==> src/sv/lph_pkg.sv <==
// Package for the linear-probing hash table: sizes, command and status codes,
// slot mark type and sequencer states. No dependencies.
package lph_pkg;

	localparam int SLOTS   = 16;
	localparam int SLOT_AW = $clog2(SLOTS);
	localparam int CNT_W   = SLOT_AW + 1;
	localparam int KEY_W   = 32;
	localparam int DIGITS  = KEY_W / 4;
	localparam int DIG_W   = $clog2(DIGITS);
	localparam int CMD_W   = 2;
	localparam int ST_W    = 2;
	localparam int SLOT_W  = 4;
	localparam bit SLOTS_POW2 = (SLOTS & (SLOTS - 1)) == 0;

	typedef logic [CMD_W-1:0] cmd_t;
	typedef logic [ST_W-1:0]  status_t;

	localparam cmd_t CMD_INSERT = 2'd0;
	localparam cmd_t CMD_SEARCH = 2'd1;
	localparam cmd_t CMD_DELETE = 2'd2;

	localparam status_t ST_OK     = 2'd0;
	localparam status_t ST_FULL   = 2'd1;
	localparam status_t ST_ABSENT = 2'd2;

	typedef struct packed {
		logic tomb;
		logic used;
	} mark_t;

	typedef enum logic [2:0] {
		S_CLEAR,
		S_IDLE,
		S_HOME,
		S_PROBE,
		S_DONE
	} seq_state_t;

endpackage

==> src/sv/lph_if.sv <==
// Request and response channel interfaces of the hash table.
// Depends on lph_pkg.
interface lph_req_if;
	logic                    valid;
	logic                    ready;
	logic [lph_pkg::CMD_W-1:0] cmd;
	logic [lph_pkg::KEY_W-1:0] key;

	modport source (output valid, output cmd, output key, input ready);
	modport sink   (input valid, input cmd, input key, output ready);
endinterface

interface lph_rsp_if;
	logic                     valid;
	logic                     ready;
	logic [lph_pkg::ST_W-1:0]   status;
	logic [lph_pkg::SLOT_W-1:0] slot;

	modport source (output valid, output status, output slot, input ready);
	modport sink   (input valid, input status, input slot, output ready);
endinterface

==> src/sv/linear_probe_hash_table.sv <==
// Linear-probing hash table: one request beat in, one response beat out.
// A request computes its home slot (a mask if SLOTS is a power of two, else a
// digit-serial modulo), probes from it over at most SLOTS slots, then loads the
// response register once that register is free; the next request is taken back
// in the idle state. One request at a time; the key and mark RAM read port sets
// the probe rate. After reset a clearing pass wipes the marks of all slots; no
// request is taken during it. Depends on lph_pkg, lph_if, lph_ram and lph_home.
module linear_probe_hash_table (
	input  logic     clk,
	input  logic     arst_n,
	lph_req_if.sink   req,
	lph_rsp_if.source rsp
);
	import lph_pkg::*;

	seq_state_t         state_q, state_d;
	logic [SLOT_AW-1:0] clr_idx_q;
	cmd_t               cmd_q;
	logic [KEY_W-1:0]   key_q;
	logic [SLOT_AW-1:0] addr_q;
	logic [CNT_W-1:0]   iss_q;
	logic               rd_valid_s1;
	logic               rd_last_s1;
	logic [SLOT_AW-1:0] rd_addr_s1;
	status_t            pend_status_q;
	logic [SLOT_W-1:0]  pend_slot_q;
	logic               out_valid_q;
	status_t            out_status_q;
	logic [SLOT_W-1:0]  out_slot_q;

	logic               home_start;
	logic               home_done;
	logic [SLOT_AW-1:0] home_slot;
	logic               key_we;
	logic               mark_we;
	logic [SLOT_AW-1:0] waddr;
	mark_t              mark_wdata;
	logic [KEY_W-1:0]   key_rdata;
	mark_t              mark_rdata;
	logic               issue;
	logic               fin;
	status_t            fin_status;
	logic [SLOT_W-1:0]  fin_slot;
	logic               load_out;

	lph_home u_home (
		.clk    (clk),
		.arst_n (arst_n),
		.start  (home_start),
		.key    (req.key),
		.done   (home_done),
		.home   (home_slot)
	);

	lph_ram #(.WIDTH(KEY_W), .DEPTH(SLOTS)) u_key_ram (
		.clk   (clk),
		.we    (key_we),
		.waddr (waddr),
		.wdata (key_q),
		.raddr (addr_q),
		.rdata (key_rdata)
	);

	lph_ram #(.WIDTH($bits(mark_t)), .DEPTH(SLOTS)) u_mark_ram (
		.clk   (clk),
		.we    (mark_we),
		.waddr (waddr),
		.wdata (mark_wdata),
		.raddr (addr_q),
		.rdata (mark_rdata)
	);

	always_comb begin
		state_d    = state_q;
		home_start = 1'b0;
		key_we     = 1'b0;
		mark_we    = 1'b0;
		waddr      = rd_addr_s1;
		mark_wdata = '0;
		issue      = 1'b0;
		fin        = 1'b0;
		fin_status = ST_ABSENT;
		fin_slot   = '0;
		load_out   = 1'b0;
		unique case (state_q)
			S_CLEAR: begin
				mark_we = 1'b1;
				waddr   = clr_idx_q;
				if (clr_idx_q == SLOT_AW'(SLOTS - 1)) begin
					state_d = S_IDLE;
				end
			end
			S_IDLE: begin
				if (req.valid) begin
					home_start = 1'b1;
					state_d    = S_HOME;
				end
			end
			S_HOME: begin
				if (home_done) begin
					if (cmd_q inside {CMD_INSERT, CMD_SEARCH, CMD_DELETE}) begin
						state_d = S_PROBE;
					end else begin
						fin     = 1'b1;
						state_d = S_DONE;
					end
				end
			end
			S_PROBE: begin
				issue = iss_q != CNT_W'(SLOTS);
				if (rd_valid_s1) begin
					if (cmd_q == CMD_INSERT) begin
						if (!mark_rdata.used) begin
							key_we          = 1'b1;
							mark_we         = 1'b1;
							mark_wdata.used = 1'b1;
							fin             = 1'b1;
							fin_status      = ST_OK;
							fin_slot        = SLOT_W'(rd_addr_s1);
						end else if (rd_last_s1) begin
							fin        = 1'b1;
							fin_status = ST_FULL;
						end
					end else begin
						if (mark_rdata.used && key_rdata == key_q) begin
							fin        = 1'b1;
							fin_status = ST_OK;
							fin_slot   = SLOT_W'(rd_addr_s1);
							if (cmd_q == CMD_DELETE) begin
								mark_we         = 1'b1;
								mark_wdata.tomb = 1'b1;
							end
						end else if ((!mark_rdata.used && !mark_rdata.tomb) || rd_last_s1) begin
							fin = 1'b1;
						end
					end
				end
				if (fin) begin
					state_d = S_DONE;
				end
			end
			S_DONE: begin
				if (!out_valid_q || rsp.ready) begin
					load_out = 1'b1;
					state_d  = S_IDLE;
				end
			end
			default: state_d = S_IDLE;
		endcase
	end

	always_ff @(posedge clk or negedge arst_n) begin
		if (!arst_n) begin
			state_q     <= S_CLEAR;
			clr_idx_q   <= '0;
			iss_q       <= '0;
			rd_valid_s1 <= 1'b0;
			out_valid_q <= 1'b0;
		end else begin
			state_q <= state_d;
			if (state_q == S_CLEAR) begin
				clr_idx_q <= clr_idx_q + 1'b1;
			end
			if (home_done) begin
				iss_q <= '0;
			end else if (issue) begin
				iss_q <= iss_q + 1'b1;
			end
			rd_valid_s1 <= issue && !fin;
			if (load_out) begin
				out_valid_q <= 1'b1;
			end else if (rsp.ready) begin
				out_valid_q <= 1'b0;
			end
		end
	end

	always_ff @(posedge clk) begin
		if (home_start) begin
			cmd_q <= req.cmd;
			key_q <= req.key;
		end
		if (home_done) begin
			addr_q <= home_slot;
		end else if (issue) begin
			addr_q <= (addr_q == SLOT_AW'(SLOTS - 1)) ? '0 : addr_q + 1'b1;
		end
		if (issue) begin
			rd_addr_s1 <= addr_q;
			rd_last_s1 <= iss_q == CNT_W'(SLOTS - 1);
		end
		if (fin) begin
			pend_status_q <= fin_status;
			pend_slot_q   <= fin_slot;
		end
		if (load_out) begin
			out_status_q <= pend_status_q;
			out_slot_q   <= pend_slot_q;
		end
	end

	assign req.ready  = state_q == S_IDLE;
	assign rsp.valid  = out_valid_q;
	assign rsp.status = out_status_q;
	assign rsp.slot   = out_slot_q;

	a_no_req_in_clear: assert property (@(posedge clk) disable iff (!arst_n)
		state_q == S_CLEAR |-> !req.ready)
		else $error("request taken during clearing pass");

	a_read_only_probe: assert property (@(posedge clk) disable iff (!arst_n)
		rd_valid_s1 |-> state_q == S_PROBE && $past(state_q) == S_PROBE)
		else $error("probe read outstanding outside probe");

	a_fail_slot_zero: assert property (@(posedge clk) disable iff (!arst_n)
		fin && fin_status != ST_OK |-> fin_slot == '0 && !key_we && !mark_we)
		else $error("failed command touched a slot");

	a_key_write_insert: assert property (@(posedge clk) disable iff (!arst_n)
		key_we |-> cmd_q == CMD_INSERT && mark_we && fin)
		else $error("key write outside insert");

endmodule

==> src/sv/lph_ram.sv <==
// Generic simple dual-port RAM, one write and one registered read per cycle.
// No dependencies.
module lph_ram #(
	parameter int WIDTH = 32,
	parameter int DEPTH = 16
) (
	input  logic                     clk,
	input  logic                     we,
	input  logic [$clog2(DEPTH)-1:0] waddr,
	input  logic [WIDTH-1:0]         wdata,
	input  logic [$clog2(DEPTH)-1:0] raddr,
	output logic [WIDTH-1:0]         rdata
);

	logic [WIDTH-1:0] mem_q [DEPTH];

	always_ff @(posedge clk) begin
		if (we) begin
			mem_q[waddr] <= wdata;
		end
		rdata <= mem_q[raddr];
	end

endmodule

==> src/sv/lph_home.sv <==
// Home slot unit: key modulo SLOTS, a mask for a power-of-two table, else four
// key bits per cycle by compare and subtract against multiples of SLOTS.
// Depends on lph_pkg.
module lph_home (
	input  logic                          clk,
	input  logic                          arst_n,
	input  logic                          start,
	input  logic [lph_pkg::KEY_W-1:0]     key,
	output logic                          done,
	output logic [lph_pkg::SLOT_AW-1:0]   home
);
	import lph_pkg::*;

	logic               busy_q;
	logic               done_q;
	logic [DIG_W-1:0]   dig_q;
	logic [KEY_W-1:0]   sh_q;
	logic [SLOT_AW-1:0] rem_q;
	logic [SLOT_AW+3:0] trial;
	logic [SLOT_AW-1:0] rem_nxt;

	assign trial = {rem_q, sh_q[KEY_W-1 -: 4]};

	always_comb begin
		rem_nxt = SLOT_AW'(trial);
		for (int q = 1; q < 16; q++) begin
			if (trial >= (SLOT_AW+4)'(q * SLOTS)) begin
				rem_nxt = SLOT_AW'(trial - (SLOT_AW+4)'(q * SLOTS));
			end
		end
	end

	always_ff @(posedge clk or negedge arst_n) begin
		if (!arst_n) begin
			busy_q <= 1'b0;
			done_q <= 1'b0;
			dig_q  <= '0;
		end else begin
			done_q <= 1'b0;
			if (start) begin
				dig_q <= '0;
				if (SLOTS_POW2) begin
					done_q <= 1'b1;
				end else begin
					busy_q <= 1'b1;
				end
			end else if (busy_q) begin
				dig_q <= dig_q + 1'b1;
				if (dig_q == DIG_W'(DIGITS - 1)) begin
					busy_q <= 1'b0;
					done_q <= 1'b1;
				end
			end
		end
	end

	always_ff @(posedge clk) begin
		if (start) begin
			sh_q  <= key;
			rem_q <= SLOTS_POW2 ? key[SLOT_AW-1:0] : '0;
		end else if (busy_q) begin
			sh_q  <= sh_q << 4;
			rem_q <= rem_nxt;
		end
	end

	assign done = done_q;
	assign home = rem_q;

endmodule
==> src/flat_wrapper.sv <==
// flat-port wrapper written by rule: the top's interface ports become plain ports
module linear_probe_hash_table_flat import lph_pkg::*;
  (clk, arst_n, req_valid, req_cmd, req_key, req_ready, rsp_valid, rsp_status, rsp_slot, rsp_ready);
  lph_req_if req_i ();
  lph_rsp_if rsp_i ();
  input  logic clk;
  input  logic arst_n;
  input wire logic [$bits(req_i.valid)-1:0] req_valid;
  input wire logic [$bits(req_i.cmd)-1:0] req_cmd;
  input wire logic [$bits(req_i.key)-1:0] req_key;
  output wire logic [$bits(req_i.ready)-1:0] req_ready;
  output wire logic [$bits(rsp_i.valid)-1:0] rsp_valid;
  output wire logic [$bits(rsp_i.status)-1:0] rsp_status;
  output wire logic [$bits(rsp_i.slot)-1:0] rsp_slot;
  input wire logic [$bits(rsp_i.ready)-1:0] rsp_ready;
  assign req_i.valid = req_valid;
  assign req_i.cmd = req_cmd;
  assign req_i.key = req_key;
  assign req_ready = req_i.ready;
  assign rsp_valid = rsp_i.valid;
  assign rsp_status = rsp_i.status;
  assign rsp_slot = rsp_i.slot;
  assign rsp_i.ready = rsp_ready;
  linear_probe_hash_table u_core (.clk(clk), .arst_n(arst_n), .req(req_i), .rsp(rsp_i));
endmodule
==> config.mk <==
export PLATFORM = sky130hd
export DESIGN_NAME = linear_probe_hash_table_flat
export DESIGN_NICKNAME = d
export VERILOG_FILES = /design/src/sv/lph_pkg.sv /design/src/sv/lph_if.sv /design/src/sv/linear_probe_hash_table.sv /design/src/sv/lph_ram.sv /design/src/sv/lph_home.sv /design/src/flat_wrapper.sv
export SDC_FILE = /design/constraint.sdc
export NUM_CORES = 1
export LEC_CHECK = 0
export BUFFER_PORTS_ARGS = -buffer_cell sky130_fd_sc_hd__buf_2
export CELL_PAD_IN_SITES_DETAIL_PLACEMENT = 0
export CELL_PAD_IN_SITES_GLOBAL_PLACEMENT = 2
export CORE_ASPECT_RATIO = 0.5
export CORE_MARGIN = 2
export CORE_UTILIZATION = 46
export CTS_CLUSTER_SIZE = 30
export DETAILED_ROUTE_END_ITERATION = 10
export PLACE_DENSITY = 0.8
export SYNTH_ARGS = -nofsm -noshare
export SYNTH_HDL_FRONTEND = slang
export SYNTH_SLANG_ARGS = --single-unit
==> constraint.sdc <==
create_clock -name clk -period 3.4 [get_ports clk]
set_input_delay 0.68 -clock clk [delete_from_list [all_inputs] [get_ports clk]]
set_output_delay 0.68 -clock clk [all_outputs]
set_load 0.005 [all_outputs]
**Yosys cells after proc, flatten, opt, wreduce, memory -nomap -nowiden**

Memory sizes are Yosys's and may differ from the RTL's. A register that Yosys moved wholly into a read port is not among the register bits.
Index checks and enable logic that the tools add are counted.

- Bits in registers: 110
- Latch bits: 0
- RAM bits: 544
- Bits in read-only memories: 0
- Input port bits: 38
- Output and inout bits: 8
- Logic and storage cells: 168
- Memories: 2

Memories:

| memory | words | bits a word | rd ports | clocked after memory_dff | write ports | RTL line | source |
|---|---|---|---|---|---|---|---|
| u_core.u_key_ram.mem_q | 16 | 32 | 1 | 1 | 1 | lph_ram.sv:15 | `logic [WIDTH-1:0] mem_q [DEPTH];` |
| u_core.u_mark_ram.mem_q | 16 | 2 | 1 | 1 | 1 | lph_ram.sv:15 |  |

- Add/subtract/negate cells: 19
- Multiply operators: 0
- Divide/modulo/power cells: 0
- $lt $le $gt $ge: 15
- Equality and inequality tests: 17
- Shift-type cells: 0
- Mux-type cells: 79
- Bitwise logic cells: 0
- Reductions and logical operators: 17

Operator list:

| kind | count |
|---|---|
| 4-bit 2-to-1 mux | 24 |
| 8-bit greater-or-equal comparator (second input constant) | 8 |
| 32-bit 2-to-1 mux | 2 |
| 4-bit by 1-bit subtractor with 4-bit output (second input constant) | 15 |
| 1-bit 2-to-1 mux | 34 |
| 32-bit equality test | 1 |
| 8-bit by 7-bit greater-or-equal comparator with 1-bit output (second input constant) | 4 |
| 3-bit 2-to-1 mux | 8 |
| 8-bit by 6-bit greater-or-equal comparator with 1-bit output (second input constant) | 2 |
| 3-bit one-hot mux with 5 select lines | 1 |
| 2-bit 2-to-1 mux | 6 |
| 5-bit 2-to-1 mux | 2 |
| 4-bit by 1-bit adder with 4-bit output (second input constant) | 2 |
| 4-bit equality test (second input constant) | 2 |
| 8-bit by 5-bit greater-or-equal comparator with 1-bit output (second input constant) | 1 |
| 3-bit by 2-bit equality test with 1-bit output (second input constant) | 2 |
| 3-bit equality test (second input constant) | 2 |
| 2-bit by 1-bit != test with 1-bit output (second input constant) | 3 |
| 2-bit nonzero test | 3 |
| 5-bit by 1-bit adder with 5-bit output (second input constant) | 1 |
| 5-bit by 4-bit equality test with 1-bit output (second input constant) | 1 |
| 5-bit != test (second input constant) | 1 |
| 5-bit AND reduction | 1 |
| 1-bit zero test | 4 |
| other kinds (12) | 17 |

**Depth between registers and ports, before layout**

- Depth after elaboration: 18
- Mapped depth: 8
- Gate-level depth less buffers: 6

**Hierarchy**

Synthesis repeated with hierarchy kept, for this count alone.

- Cells, all modules: 1255
- Area, all modules: 26267.7 um^2

Modules (own cells, without submodules):

| module | instances | cells each | area an instance (um^2) | sequential area each (um^2) |
|---|---|---|---|---|
| lph_ram (u_core.u_key_ram) | 1 | 838 | 19835.3 | 16015.4 |
| linear_probe_hash_table | 1 | 244 | 3220.6 | 2001.9 |
| lph_home | 1 | 95 | 1831.8 | 1206.2 |
| lph_ram (u_core.u_mark_ram) | 1 | 78 | 1380.1 | 1001.0 |

**Least setup slack after synthesis**

OpenSTA, ideal clock, no wires.

- Path kind: register to register
- Start point: register u_core.state_q[2]
- End point: memory u_core.u_key_ram.mem_q[7][0] (enable)
- Library setup time: 0.421 ns
- Data arrival time: 2.961 ns
- Data required time: 2.979 ns
- Path slack: 0.018 ns
- Stages on the path, launching flop included: 7
- Buffers on the path: 0
- Clock period less this slack: 3.382 ns
- Path through: dfrtp_1 nand2b_1 nor2_2 nand2_2 nor3_4 nand2b_1 nor2_1

- Word-level cells in the longest chain between the ends: 4
- Elaborated cells on any way between the ends: 6
- Those cells by class: eq/ne (1); mux (4); reduce/logical (1)

Ends and longest elaborated chain:

| item | RTL line | source |
|---|---|---|
| start: declaration | linear_probe_hash_table.sv:16 | `seq_state_t state_q, state_d;` |
| start signal: assignment | linear_probe_hash_table.sv:160 | `state_q <= state_d;` |
| 3-bit by 2-bit equality test with 1-bit output | linear_probe_hash_table.sv:85 | `unique case (state_q)` |
| 1-bit 2-to-1 mux | linear_probe_hash_table.sv:85 |  |
| 1-bit 2-to-1 mux | lph_ram.sv:18 | `if (we) begin` |
| 1-bit 2-to-1 mux (not written as such) | lph_ram.sv:19 | `mem_q[waddr] <= wdata;` |
| end: declaration | lph_ram.sv:15 |  |

Parallel ways exist; a longest one is shown, timed or not.

**Worst setup path after layout**

- Start point: register u_core.key_q[11]
- End point: memory u_core.u_mark_ram.mem_q[4][0] in the netlist's numbering (enable)

- Word-level cells in the longest chain between the ends: 8

Ends and longest elaborated chain:

| item | RTL line | source |
|---|---|---|
| start: declaration | linear_probe_hash_table.sv:19 | `logic [KEY_W-1:0] key_q;` |
| start signal: assignment | linear_probe_hash_table.sv:181 | `key_q <= req.key;` |
| 32-bit equality test | linear_probe_hash_table.sv:125 | `if (mark_rdata.used && key_rdata == key_q) begin` |
| 1-bit logical AND | linear_probe_hash_table.sv:125 |  |
| 1-bit 2-to-1 mux | linear_probe_hash_table.sv:125 |  |
| 1-bit 2-to-1 mux | linear_probe_hash_table.sv:112 | `if (cmd_q == CMD_INSERT) begin` |
| 1-bit 2-to-1 mux | linear_probe_hash_table.sv:111 | `if (rd_valid_s1) begin` |
| 1-bit one-hot mux with 2 select lines | linear_probe_hash_table.sv:85 |  |
| 1-bit 2-to-1 mux | lph_ram.sv:18 |  |
| 1-bit 2-to-1 mux (not written as such) | lph_ram.sv:19 |  |
| end: declaration | lph_ram.sv:15 |  |

No other way between the ends.

==> metrics <==
Setup CP Type=reg -> reg; drt drc=0; Resized Gates After CTS=0; Post-Syn Area=26230 um2; fraction of layout cells with a size suffix above 1=29.70%; clk sinks=688; post-synthesis register bit count=688; TritonCTS clock tree=yes; Leak=9.466 nW; status=finished clean; CTS buffer count=58; unrepaired setup endpoints after global routing=false; post-layout min period=2885 ps; Finish-stage setup viols=0; worst setup margin=514.8 ps; Post-CTS Hold Buffers=0; async set-reset flop share out of synthesis=2.762%; area leader, netlist=edfxtp_1; post-DR vias/cell=5.880; antenna viol nets, final=0; Initial Utilization=46.89%; crit path max-delay cell type=edfxtp_1; CTS clk-pin slew, worst paths=70 ps; # rows=61; Post-Route WL=56.26 mm; most frequent cells in the layout=edfxtp_1 (635), mux4_2 (155), clkbuf_16 (59); I/O pin count=46; biggest cell delay along the critical path=610 ps; register area share after synthesis=77.09%; final period utilization=84.86%; Overall Global Routing Usage=19.20%; cells after synthesis=1163; HPWL Detailed=31.73 mm; CP startpoint kind=register; Slew Viols, Final=0; commonest non-fill, non-tap cell in the layout=edfxtp_1; vias=12210; Data arrival, critical path=3140 ps; Hold Crit Class=in -> async; starting DRC count in detailed routing=1140; pre-CTS WS=540.6 ps; met2 Use GR=29.84%; Ys Warns=0; Pwr Density=775.2 nW/um2; Hold Fails Final Rpt=0; die area=59070 um2; Post-CTS Setup Bufs=0; final cell count without fillers=2076; core region area=55940 um2; grt ovf=0; critical path endpoint category=register; H-Tree Depth=2; Syn Area/Cell=22.56 um2; total power=22.94 mW; routed len/inst=27.10 um; Clock Latency Late Sink=610 ps; setup TNS=0 ps; # port buffers=45; Synth top area share=72.69%; Most Crowded Layer GR=met2; first-pass GRT wire length=83.15 mm; Worst Clk Skew=23.35 ps; TritonRoute pass-1 iters=5; Netlist cell types=59; Antenna diodes=0; via count of the first global-routing pass=12530; Max-Cap Viols=0; Die H=172.9 um; Bufs on Longest Clock Path=3; number of synthesized flops with an enable pin=635; worst path cell trace=xnor2_1, nand3_1, nor3_1, and4_4, a211oi_4, nor3_1; GRT met1 Usage=28.84%; largest net degree at the start of global routing=108; CP max FO=17; Root Buffer=clkbuf_16; worst-margin pin slew=861.7 ps; GR Layer Usage met3=3.177%; Worst EP required=3660 ps; placed cell count=1966; Placer Congestion=0.7573; width of the die=341.7 um; VDD IR max=0.0005825 V; nets=1315; Rel. slew slack=42.29%; Most used DFF post-synth=edfxtp_1; synth-to-layout area growth=12.82%; Synth area leaders=edfxtp_1 (73%), mux4_2 (13%), dfxtp_1 (2.6%), dfrtp_1 (1.8%), mux4_1 (1.5%); Max Freq=346.6 MHz; initial antenna violation count=1; cell mode on critical path=nor3_1; syn_nets=1208
[area by class of cell]
class	count	area, um2
clock inverters	29	234.0
multi-input cells	412	5744
clock buffers	81	1609
inverters	16	60.06
repair buffers	94	780.7
flip-flops and latches	688	20220
fillers	4196	26350
well taps	756	945.9
[per-stage QoR]
step,util [%],hold slack [ps],cell area [um2]
6_report,52.91,32.45,29600
5_1_grt,52.91,50.92,29600
4_1_cts,52.91,25.14,29600
3_5_place_dp,49.61,420.5,27760
3_3_place_gp,49.61,432.0,27760
2_1_floorplan,-,384.4,26230
[critical path, delay by kind of cell, from the launching register on]
family | cells | cell delay [ps]
and+or+nand+nor | 4 | 1250
DFF | 1 | 610
xor gates and xnor gates | 1 | 490
AOI/OAI and AO/OA | 1 | 160
[synth_stat cells (all sizes together) (13+ instances only)]
library cell,count
buf,30
nor2,34
nor3,26
dfxtp,34
a31oi,13
inv,16
dfrtp,19
nand2,17
xnor2,25
mux4,170
edfxtp,635
nand2b,13
clkbuf,17
mux2,29
[power breakdown]
part	switching [mW]	internal (mW)	total, mW
Combinational	2.78	2.81	5.58
Clock	2.91	3.53	6.44
Sequential	0.685	10.2	10.9
[cells by family after synthesis]
kind of cell             count (synthesis)  synth area share, %
buffers and inverters                   63                1.478
AO/OA/AOI/OAI                           44                1.259
multiplexers                           201                16.13
adder cells (fa/ha/maj)                  7               0.3338
AND/OR/NAND/NOR                        130                2.704
flip-flops                             688                77.09
XOR/XNOR                                30                1.002
[worst paths after layout]
kind                       cells past startpoint                            end  slack [ps]                    start
setup / recovery                               6  u_core.u_mark_ram.mem_q[4][0]         510         u_core.key_q[11]
hold / removal                                 1            u_core.clr_idx_q[2]          30                   arst_n
setup reg to reg                               6  u_core.u_mark_ram.mem_q[4][0]         510         u_core.key_q[11]
hold reg to reg                                0           u_core.rsp.status[1]         430  u_core.pend_status_q[1]
max in group asynchronous                      1           u_core.u_home.busy_q        3030                   arst_n
min in group clk                               1                u_core.key_q[5]         260               req_key[5]
[metal layers]
| metal | up-vias | part of all wire [%] |
|---|---|---|
| met2 | 508 | 47 |
| met4 | 0 | 1.7 |
| met3 | 71 | 7.4 |
| met1 | 6548 | 44 |
| met5 | - | 0 |
| li1 | 5080 | - |
[sequential cells by signal, indices dropped and copies added, names as in the netlist, 5 cells and up]
| register | count |
|---|---|
| u_core.iss_q | 5 |
| u_core.u_key_ram.rdata | 32 |
| u_core.u_key_ram.mem_q | 512 |
| u_core.u_home.sh_q | 32 |
| u_core.key_q | 32 |
| u_core.u_mark_ram.mem_q | 32 |
Note: power is estimated with default switching activity, not from simulation.
